<file path="src/design/lmsfw_pkg.sv">
package lmsfw_pkg;

  localparam int unsigned FrameW  = 14;
  localparam int unsigned CmdBits = 12;
  localparam int unsigned RamBits = 14;
  localparam int unsigned CntW    = $clog2(FrameW + 1);
  localparam int unsigned QDepth  = 2;
  localparam int unsigned QPtrW   = $clog2(QDepth);
  localparam int unsigned QCntW   = $clog2(QDepth + 1);
  localparam int unsigned InitLen = 5;
  localparam int unsigned IdxW    = $clog2(InitLen);

  localparam logic [2:0] HdrCmd = 3'b100;
  localparam logic [2:0] HdrRam = 3'b101;
  localparam logic [3:0] MagMax = 4'd8;

  typedef enum logic [1:0] {
    CmdSend   = 2'd0,
    CmdRam    = 2'd1,
    CmdColumn = 2'd2,
    CmdInit   = 2'd3
  } command_e;

  typedef struct packed {
    command_e    command;
    logic [7:0]  command_code;
    logic [6:0]  ram_address;
    logic [3:0]  nibble;
    logic [5:0]  column;
    logic [7:0]  magnitude;
  } req_t;

  typedef struct packed {
    logic [FrameW-1:0] bits;
    logic              is_cmd;
    logic              last;
  } frame_t;

  typedef struct packed {
    logic   valid;
    frame_t frame;
  } push_t;

  function automatic logic [7:0] init_code(logic [IdxW-1:0] idx);
    logic [7:0] code;
    case (idx)
      IdxW'(0): code = 8'h01;
      IdxW'(1): code = 8'h20;
      IdxW'(2): code = 8'h03;
      IdxW'(3): code = 8'h08;
      IdxW'(4): code = 8'hBF;
      default:  code = 8'h00;
    endcase
    return code;
  endfunction

  function automatic logic [FrameW-1:0] cmd_word(logic [7:0] code);
    return {HdrCmd, code, 1'b0, {(FrameW - CmdBits){1'b0}}};
  endfunction

  function automatic logic [FrameW-1:0] ram_word(logic [6:0] addr, logic [3:0] nib);
    return {HdrRam, addr, nib};
  endfunction

endpackage

</file>
<file path="src/design/lmsfw_req_if.sv">
interface lmsfw_req_if;
  logic       valid;
  logic       ready;
  logic [1:0] command;
  logic [7:0] command_code;
  logic [6:0] ram_address;
  logic [3:0] nibble;
  logic [5:0] column;
  logic [7:0] magnitude;

  modport source (
    output valid, command, command_code, ram_address, nibble, column, magnitude,
    input  ready
  );
  modport sink (
    input  valid, command, command_code, ram_address, nibble, column, magnitude,
    output ready
  );
endinterface

</file>
<file path="src/design/lmsfw_bit_if.sv">
interface lmsfw_bit_if;
  logic valid;
  logic ready;
  logic data_bit;
  logic frame_end;
  logic last;

  modport source (
    output valid, data_bit, frame_end, last,
    input  ready
  );
  modport sink (
    input  valid, data_bit, frame_end, last,
    output ready
  );
endinterface

</file>
<file path="src/design/lmsfw_front.sv">
module lmsfw_front (
  input  logic                 clk_i,
  input  logic                 rst_ni,
  lmsfw_req_if.sink            req,
  input  logic                 q_full_i,
  output lmsfw_pkg::push_t     push_o
);
  import lmsfw_pkg::*;

  logic            pend_q, pend_d;
  req_t            req_q, req_d;
  logic [IdxW-1:0] idx_q, idx_d;
  logic            push;
  logic            last_frame;
  frame_t          frame;
  logic [3:0]      mag_sat;
  logic [7:0]      mask;
  logic            accept;

  always_comb begin
    mag_sat = (req_q.magnitude > 8'(MagMax)) ? MagMax : req_q.magnitude[3:0];
    for (int i = 0; i < 8; i++) begin
      mask[i] = (4'(i) < mag_sat);
    end
  end

  always_comb begin
    frame      = '0;
    last_frame = 1'b1;
    case (req_q.command)
      CmdSend: begin
        frame.bits   = cmd_word(req_q.command_code);
        frame.is_cmd = 1'b1;
      end
      CmdRam: begin
        frame.bits = ram_word(req_q.ram_address, req_q.nibble);
      end
      CmdColumn: begin
        frame.bits = ram_word({req_q.column, idx_q[0]}, idx_q[0] ? mask[7:4] : mask[3:0]);
        last_frame = idx_q[0];
      end
      CmdInit: begin
        frame.bits   = cmd_word(init_code(idx_q));
        frame.is_cmd = 1'b1;
        last_frame   = (idx_q == IdxW'(InitLen - 1));
      end
      default: begin
        frame.bits   = cmd_word(req_q.command_code);
        frame.is_cmd = 1'b1;
      end
    endcase
    frame.last = last_frame;
  end

  assign push         = pend_q && !q_full_i;
  assign req.ready    = !pend_q || (push && last_frame);
  assign accept       = req.valid && req.ready;
  assign push_o.valid = push;
  assign push_o.frame = frame;

  always_comb begin
    pend_d = pend_q;
    idx_d  = idx_q;
    req_d  = req_q;
    if (push) begin
      if (last_frame) begin
        pend_d = 1'b0;
      end else begin
        idx_d = idx_q + 1'b1;
      end
    end
    if (accept) begin
      pend_d             = 1'b1;
      idx_d              = '0;
      req_d.command      = command_e'(req.command);
      req_d.command_code = req.command_code;
      req_d.ram_address  = req.ram_address;
      req_d.nibble       = req.nibble;
      req_d.column       = req.column;
      req_d.magnitude    = req.magnitude;
    end
  end

  always_ff @(posedge clk_i or negedge rst_ni) begin
    if (!rst_ni) begin
      pend_q <= 1'b0;
      idx_q  <= '0;
    end else begin
      pend_q <= pend_d;
      idx_q  <= idx_d;
    end
  end

  always_ff @(posedge clk_i) begin
    req_q <= req_d;
  end

endmodule

</file>
<file path="src/design/lmsfw_fifo.sv">
module lmsfw_fifo (
  input  logic              clk_i,
  input  logic              rst_ni,
  input  lmsfw_pkg::push_t  push_i,
  input  logic              pop_i,
  output logic              full_o,
  output logic              empty_o,
  output lmsfw_pkg::frame_t head_o
);
  import lmsfw_pkg::*;

  frame_t           mem_q [QDepth];
  logic [QPtrW-1:0] wr_ptr_q, rd_ptr_q;
  logic [QCntW-1:0] cnt_q;

  assign full_o  = (cnt_q == QCntW'(QDepth));
  assign empty_o = (cnt_q == '0);
  assign head_o  = mem_q[rd_ptr_q];

  always_ff @(posedge clk_i or negedge rst_ni) begin
    if (!rst_ni) begin
      wr_ptr_q <= '0;
      rd_ptr_q <= '0;
      cnt_q    <= '0;
    end else begin
      if (push_i.valid) begin
        wr_ptr_q <= wr_ptr_q + 1'b1;
      end
      if (pop_i) begin
        rd_ptr_q <= rd_ptr_q + 1'b1;
      end
      if (push_i.valid && !pop_i) begin
        cnt_q <= cnt_q + 1'b1;
      end else if (!push_i.valid && pop_i) begin
        cnt_q <= cnt_q - 1'b1;
      end
    end
  end

  always_ff @(posedge clk_i) begin
    if (push_i.valid) begin
      mem_q[wr_ptr_q] <= push_i.frame;
    end
  end

endmodule

</file>
<file path="src/design/lmsfw_back.sv">
module lmsfw_back (
  input  logic              clk_i,
  input  logic              rst_ni,
  input  lmsfw_pkg::frame_t head_i,
  input  logic              empty_i,
  output logic              pop_o,
  lmsfw_bit_if.source       res
);
  import lmsfw_pkg::*;

  logic              active_q, active_d;
  logic [FrameW-1:0] sh_q, sh_d;
  logic [CntW-1:0]   cnt_q, cnt_d;
  logic              last_q, last_d;
  logic              ov_q, ov_d;
  logic              bit_q, bit_d;
  logic              fe_q, fe_d;
  logic              rl_q, rl_d;
  logic              advance;
  logic              final_bit;
  logic              load;

  assign advance   = !ov_q || res.ready;
  assign final_bit = (cnt_q == CntW'(1));
  assign load      = !empty_i && (!active_q || (advance && final_bit));
  assign pop_o     = load;

  always_comb begin
    active_d = active_q;
    sh_d     = sh_q;
    cnt_d    = cnt_q;
    last_d   = last_q;
    ov_d     = ov_q;
    bit_d    = bit_q;
    fe_d     = fe_q;
    rl_d     = rl_q;
    if (advance) begin
      ov_d  = active_q;
      bit_d = sh_q[FrameW-1];
      fe_d  = final_bit;
      rl_d  = final_bit && last_q;
      if (active_q) begin
        sh_d  = sh_q << 1;
        cnt_d = cnt_q - 1'b1;
        if (final_bit) begin
          active_d = 1'b0;
        end
      end
    end
    if (load) begin
      active_d = 1'b1;
      sh_d     = head_i.bits;
      cnt_d    = head_i.is_cmd ? CntW'(CmdBits) : CntW'(RamBits);
      last_d   = head_i.last;
    end
  end

  always_ff @(posedge clk_i or negedge rst_ni) begin
    if (!rst_ni) begin
      active_q <= 1'b0;
      cnt_q    <= '0;
      ov_q     <= 1'b0;
    end else begin
      active_q <= active_d;
      cnt_q    <= cnt_d;
      ov_q     <= ov_d;
    end
  end

  always_ff @(posedge clk_i) begin
    sh_q   <= sh_d;
    last_q <= last_d;
    bit_q  <= bit_d;
    fe_q   <= fe_d;
    rl_q   <= rl_d;
  end

  assign res.valid     = ov_q;
  assign res.data_bit  = bit_q;
  assign res.frame_end = fe_q;
  assign res.last      = rl_q;

endmodule

</file>
<file path="src/design/led_matrix_serial_frame_writer_core.sv">
// Channel  Dir  Transaction
// req_i    in   one request: command, command_code, ram_address, nibble, column, magnitude
// res_o    out  one write strobe: data_bit, frame_end, last
//
// One strobe per cycle while res_o is ready. Command frames carry 12 bits, RAM write
// frames 14; a column request makes 2 RAM frames, an init request 5 command frames;
// frames follow with no gap while queued. The back-end bit serialiser sets the rate;
// a two-entry frame queue lets the front end expand the next request as bits go out.
// Reset empties the queue and drops any request in progress.
// A stalled res_o holds its strobe; req_i waits while the front end still pushes the
// earlier frames of the previous request, and while the queue is full.
module led_matrix_serial_frame_writer_core (
  input  logic        clk_i,
  input  logic        rst_ni,
  lmsfw_req_if.sink   req_i,
  lmsfw_bit_if.source res_o
);
  import lmsfw_pkg::*;

  push_t  push;
  frame_t head;
  logic   q_full;
  logic   q_empty;
  logic   pop;

  lmsfw_front u_front (
    .clk_i    (clk_i),
    .rst_ni   (rst_ni),
    .req      (req_i),
    .q_full_i (q_full),
    .push_o   (push)
  );

  lmsfw_fifo u_fifo (
    .clk_i   (clk_i),
    .rst_ni  (rst_ni),
    .push_i  (push),
    .pop_i   (pop),
    .full_o  (q_full),
    .empty_o (q_empty),
    .head_o  (head)
  );

  lmsfw_back u_back (
    .clk_i   (clk_i),
    .rst_ni  (rst_ni),
    .head_i  (head),
    .empty_i (q_empty),
    .pop_o   (pop),
    .res     (res_o)
  );

endmodule

</file>
<file path="src/flat_wrapper.sv">
// flat-port wrapper written by rule: the top's interface ports become plain ports
module led_matrix_serial_frame_writer_core_flat import lmsfw_pkg::*;
  (clk_i, rst_ni, req_i_valid, req_i_command, req_i_command_code, req_i_ram_address, req_i_nibble, req_i_column, req_i_magnitude, req_i_ready, res_o_valid, res_o_data_bit, res_o_frame_end, res_o_last, res_o_ready);
  lmsfw_req_if req_i_i ();
  lmsfw_bit_if res_o_i ();
  input  logic clk_i;
  input  logic rst_ni;
  input wire logic [$bits(req_i_i.valid)-1:0] req_i_valid;
  input wire logic [$bits(req_i_i.command)-1:0] req_i_command;
  input wire logic [$bits(req_i_i.command_code)-1:0] req_i_command_code;
  input wire logic [$bits(req_i_i.ram_address)-1:0] req_i_ram_address;
  input wire logic [$bits(req_i_i.nibble)-1:0] req_i_nibble;
  input wire logic [$bits(req_i_i.column)-1:0] req_i_column;
  input wire logic [$bits(req_i_i.magnitude)-1:0] req_i_magnitude;
  output wire logic [$bits(req_i_i.ready)-1:0] req_i_ready;
  output wire logic [$bits(res_o_i.valid)-1:0] res_o_valid;
  output wire logic [$bits(res_o_i.data_bit)-1:0] res_o_data_bit;
  output wire logic [$bits(res_o_i.frame_end)-1:0] res_o_frame_end;
  output wire logic [$bits(res_o_i.last)-1:0] res_o_last;
  input wire logic [$bits(res_o_i.ready)-1:0] res_o_ready;
  assign req_i_i.valid = req_i_valid;
  assign req_i_i.command = req_i_command;
  assign req_i_i.command_code = req_i_command_code;
  assign req_i_i.ram_address = req_i_ram_address;
  assign req_i_i.nibble = req_i_nibble;
  assign req_i_i.column = req_i_column;
  assign req_i_i.magnitude = req_i_magnitude;
  assign req_i_ready = req_i_i.ready;
  assign res_o_valid = res_o_i.valid;
  assign res_o_data_bit = res_o_i.data_bit;
  assign res_o_frame_end = res_o_i.frame_end;
  assign res_o_last = res_o_i.last;
  assign res_o_i.ready = res_o_ready;
  led_matrix_serial_frame_writer_core u_core (.clk_i(clk_i), .rst_ni(rst_ni), .req_i(req_i_i), .res_o(res_o_i));
endmodule
</file>
<file path="config.mk">
export PLATFORM = sky130hd
export DESIGN_NAME = led_matrix_serial_frame_writer_core_flat
export DESIGN_NICKNAME = d
export VERILOG_FILES = /design/src/design/lmsfw_pkg.sv /design/src/design/lmsfw_req_if.sv /design/src/design/lmsfw_bit_if.sv /design/src/design/lmsfw_front.sv /design/src/design/lmsfw_fifo.sv /design/src/design/lmsfw_back.sv /design/src/design/led_matrix_serial_frame_writer_core.sv /design/src/flat_wrapper.sv
export SDC_FILE = /design/constraint.sdc
export NUM_CORES = 1
export LEC_CHECK = 0
export ABC_AREA = 1
export BUFFER_PORTS_ARGS = -buffer_cell sky130_fd_sc_hd__buf_2
export CAP_MARGIN = 20
export CORE_MARGIN = 10
export CORE_UTILIZATION = 45
export CTS_CLUSTER_DIAMETER = 200
export DETAILED_ROUTE_END_ITERATION = 10
export PLACE_DENSITY = 0.67
export SKIP_CTS_REPAIR_TIMING = 1
export SYNTH_ARGS = -nofsm -noshare
export SYNTH_HDL_FRONTEND = slang
export SYNTH_SLANG_ARGS = --single-unit
</file>
<file path="constraint.sdc">
create_clock -name clk_i -period 4.6 [get_ports clk_i]
set_clock_uncertainty 0.05 [all_clocks]
set_input_delay 0.69 -clock clk_i [delete_from_list [all_inputs] [get_ports clk_i]]
set_output_delay 0.69 -clock clk_i [all_outputs]
set_load 0.1 [all_outputs]
</file>
**Word level (Yosys, flattened, before mapping)**

Memories as Yosys holds them, arrays and structs flattened.
Cells that the tools add are included.
W data, S select, Z words.

- Flip-flop bits (word level): 67
- Bits in writable memories: 32
- Bits of input ports: 39
- Output and inout port bits: 5
- Word-level logic and storage cells: 102
- Memories: 1

- $add $sub $neg: 6
- Order comparisons: 9
- Eq/ne operators: 10
- Muxes and demuxes: 27
- Reductions and logical operators: 30

Memory list:

| memory | depth | width | read ports | clocked after Yosys merged registers in | write ports | line | text |
|---|---|---|---|---|---|---|---|
| u_core.u_fifo.mem_q | 2 | 16 | 1 | 0 | 1 | lmsfw_fifo.sv:12 | `frame_t mem_q [QDepth];` |

Operator list:

| kind | count |
|---|---|
| $pmux W14 S4 | 1 |
| $mux W14 | 3 |
| $pmux W8 S5 | 1 |
| $mux W4 | 5 |
| $lt A3 B4 Y1 const A | 4 |
| $mux W1 | 10 |
| $reduce_bool A2 Y1 | 5 |
| $mux W3 | 3 |
| $gt A8 B4 Y1 const B | 1 |
| $logic_and A1 B1 Y1 | 8 |
| $lt A1 B4 Y1 const A | 2 |
| $lt A2 B4 Y1 const A | 2 |
| $logic_not A1 Y1 | 7 |
| $eq A2 B2 Y1 const B | 3 |
| $eq A3 B2 Y1 const B | 2 |
| $mux W2 | 3 |
| $reduce_and A2 Y1 | 3 |
| $eq A4 B1 Y1 const B | 1 |
| $logic_not A2 Y1 | 2 |
| $sub A4 B1 Y4 const B | 1 |
| $add A3 B1 Y3 const B | 1 |
| $eq A3 B1 Y1 const B | 1 |
| $eq A3 B3 Y1 const B | 1 |
| $logic_not A3 Y1 | 1 |
| other kinds (8) | 11 |

**Depth between registers and ports, before layout**

- Depth in word-level cells: 8
- Gate-level depth with buffers: 9
- Gate-level depth less buffers: 9

**Hierarchy**

Synthesis repeated with hierarchy kept, for this count alone.

- Cells, all modules: 342
- Area total of the unflattened synthesis: 4341.7 µm²

Modules (own cells, without submodules):

| module | instances | cells each | area each (µm²) | seq. area each (µm²) |
|---|---|---|---|---|
| lmsfw_front | 1 | 161 | 1820.5 | 1151.1 |
| lmsfw_fifo | 1 | 75 | 1412.6 | 1061.0 |
| lmsfw_back | 1 | 106 | 1108.6 | 690.7 |

**Least setup slack after synthesis**

OpenSTA, ideal clock, no wires.

- Path type: reg2reg
- Start: register u_core.u_front.idx_q[0]
- End: register u_core.u_front.req_q[0] (netlist name), enable pin
- Arrival time: 2.078 ns
- Data required time: 4.176 ns
- Slack: 2.097 ns
- Cell stages (with the launch flop): 9
- Buffers on the path: 0
- Clock period less this slack: 2.503 ns
- Path through: dfrtp_1 -> inv_1 -> ha_1 -> nand3_2 -> o211ai_2 -> nand2_2 -> nand2_2 -> nand2_2 -> inv_2

RTL lines:

| element | line | text |
|---|---|---|
| start: declaration | lmsfw_front.sv:12 | `logic [IdxW-1:0] idx_q, idx_d;` |
| start signal: assignment | lmsfw_front.sv:90 | `idx_q <= idx_d;` |
| end signal: assignment | lmsfw_front.sv:95 | `req_q <= req_d;` |
| end: declaration | lmsfw_front.sv:11 | `req_t req_q, req_d;` |

==> impl_metrics.env <==
export IMPL_nets=411
export IMPL_synth_top_area_share_pct=61.0
export IMPL_synth_avg_cell_area_um2=12.8
export IMPL_syn_area_um2=3990
export IMPL_power_frac_clock_pct=22.9
export IMPL_clock_root_buffer="clkbuf_8"
export IMPL_antenna_found_initial=0
export IMPL_slew_headroom_pct=34.3
export IMPL_hold_ws_ns=0.172
export IMPL_cp_end_kind="output port"
export IMPL_cp_required_ns=3.86
export IMPL_path_clk_slew_ns=0.08
export IMPL_grt_pass1_vias=2468
export IMPL_avgRoutedWirePerCell_um=14.1
export IMPL_outcome="completed"
export IMPL_p_switching_mw=1.00
export IMPL_synthArstFlopShare_pct=14.7
export IMPL_cts_tree="built"
export IMPL_finalSetupViolCount=0
export IMPL_clock_latency_ns=0.35
export IMPL_synth_compound_area_share_pct=7.84
export IMPL_die_x_um=114
export IMPL_post_place_ws_ns=2.01
export IMPL_synth_simple_gate_area_share_pct=13.5
export IMPL_worst_setup_path_start_kind="flop"
export IMPL_vias=2331
export IMPL_cap_violations=0
export IMPL_critPathMaxFanout=12
export IMPL_synthAdderAreaFrac_pct=3.45
export IMPL_routed_wl_um=6690
export IMPL_grt_usage_pct=10.8
export IMPL_rsz0062_at_grt="false"
export IMPL_multi_input_area_um2=1040
export IMPL_io_buffer_count=43
export IMPL_gp_congestion=0.910
export IMPL_dp_cells=458
export IMPL_p_sw_share_pct=33.2
export IMPL_register_area_um2=2780
export IMPL_cts_buffers=9
export IMPL_antennaDiodeCount=0
export IMPL_start_util_pct=46.0
export IMPL_worst_setup_path_type="flop to output port"
export IMPL_seq_power_share_pct=48.6
export IMPL_netlist_top_cells_area="edfxtp_1 (61%), dfrtp_1 (8.8%), nand2_1 (5.6%), ha_1 (3.4%), nor2_1 (3.3%)"
export IMPL_dp_hpwl_um=4730
export IMPL_grt_max_degree=37
export IMPL_via_per_inst=4.93
export IMPL_fillers=762
export IMPL_area_growth_pct=14.4
export IMPL_synth_common_cells="edfxtp_1 (81), nand2_1 (60), nor2_1 (35), inv_1 (23), dfrtp_1 (14)"
export IMPL_synth_edf_count=81
export IMPL_ys_flop_type="edfxtp_1"
export IMPL_final_hold_viol_count=0
export IMPL_max_freq_ghz=0.336
export IMPL_yosys_warnings=0
export IMPL_drive_above_1_share_pct=23.8
export IMPL_drc=0
export IMPL_die_area_um2=13000
export IMPL_drtPass1Iterations=4
export IMPL_die_h_um=114
export IMPL_num_rows=34
export IMPL_worst_ep_arrival_time_ns=2.24
export IMPL_ant_nets=0
export IMPL_cts_num_sinks=95
export IMPL_grt_ovfl_total=0
export IMPL_fin_cells=473
export IMPL_synthesis_nets=361
export IMPL_seq_area_frac_synth_pct=69.7
export IMPL_syn_inst=311
export IMPL_intPower_mw=2.02
export IMPL_yosysTopAreaCell="edfxtp_1"
export IMPL_reg2reg_depth=8
export IMPL_io_pins=44
export IMPL_drtIter0Drc=101
export IMPL_layout_setup_ws_ns=1.62
export IMPL_p_leak_nw=1.80
export IMPL_htree_num_levels=3
export IMPL_combPwrFrac_pct=28.5
export IMPL_muxShareOfSynthArea_pct=0
export IMPL_grt_pass1_wl_um=11300
export IMPL_power_density_nw_per_um2=662
export IMPL_fin_crit_sh_pct=64.7
export IMPL_ys_types=40
export IMPL_synth_top_family_by_area="simple AND/OR/NAND/NOR gates"
export IMPL_cts_buffer_depth=2
export IMPL_core_area_um2=8680
export IMPL_slew_violations=0
export IMPL_min_period_ns=2.98
export IMPL_hp_class="primary input to asynchronous set/reset pin"
export IMPL_fin_setup_tns_ns=0
export IMPL_synth_xor_area_share_pct=1.32
export IMPL_max_slew_worst_pin_slew_ns=0.986
export IMPL_yosysMostFrequentCell="edfxtp_1"
export IMPL_synth_seq_cells=95
export IMPL_worst_ir_drop_vdd_mv=0.275
-- cells in the final DEF (no fill, tap or decap), types with 7 or more instances in the layout --
cell and count:
clkbuf_8 9, edfxtp_1 81, a21oi_1 12, buf_2 43, ha_1 11, inv_1 23, a31oi_1 8, nand3_1 10
nand2_1 60, dfrtp_1 14, a31oi_2 7, nor2_1 35
-- power by group through the flow --
stage	registers, mW	clock network, mW	logic [mW]
2_1_floorplan	1.51	0	0.648
3_3_place_gp	1.48	0	0.836
3_5_place_dp	1.49	0	0.869
4_1_cts	1.47	0.706	0.876
5_1_grt	1.50	0.739	0.969
6_report	1.47	0.691	0.861
-- critical path: stages, from the launching register on --
cell and delay [ns]:
edfxtp_1 0.43, inv_1 0.11, ha_1 0.42, nand2_1 0.15, o211ai_2 0.17, nand2_2 0.08, nand2_2 0.09, buf_2 0.43
-- flip-flops by register name, summed over array words and instances, names as in the netlist, 2 cells and up --
signal / flops
u_core.u_back.cnt_q: 4
u_core.u_front.idx_q: 3
u_core.u_fifo.mem_q: 28
u_core.u_front.req_q: 35
u_core.u_back.sh_q: 14
u_core.u_fifo.cnt_q: 2
-- per-layer routing --
| metal | routed length [um] | vias up | track usage, % |
|---|---|---|---|
| met4 | 194 | 0 | 6.10 |
| met3 | 365 | 17 | 3.14 |
| met5 | 0 | - | 0 |
| met2 | 3230 | 68 | 17.5 |
| met1 | 2890 | 1072 | 12.7 |
| li1 | - | 1174 | - |
-- final cells by class --
type	instances	area share [%]
well taps	108	2.96
repair buffers	45	5.05
multi-input cells	180	22.8
clock inverters	6	2.93
flip-flops and latches	95	61.0
clock buffers	9	2.71
inverters	30	2.58
-- final timing paths --
kind | start | endpoint | slack (ns)
worst min-delay path | rst_ni | u_core.u_front.idx_q[1] | 0.17
min in group clk_i | u_core.u_back.sh_q[13] | u_core.u_back.res.data_bit | 0.38
max in group asynchronous | rst_ni | u_core.u_back.cnt_q[0] | 4.09
worst max-delay path | u_core.u_front.req_q[33] | req_i_ready | 1.62
worst min register to register | u_core.u_back.sh_q[13] | u_core.u_back.res.data_bit | 0.38
worst max register to register | u_core.u_front.req_q[33] | u_core.u_front.req_q[32] | 2.13
-- logic make-up after synthesis --
logic type	after synthesis
simple gates	122
flops	95
compound gates	41
buf+inv	36
fa+ha+maj	11
xor+xnor	6
-- metrics by stage --
step                      area [um2]  total power [mW]  util (%)
after global placement          4300              2.32      49.5
after global routing            4560              3.21      52.6
after floorplan                 3990              2.15         -
after detailed placement        4310              2.36      49.6
after CTS                       4560              3.06      52.6
final                           4560              3.02      52.6
Power figures use the tool's default switching activity.
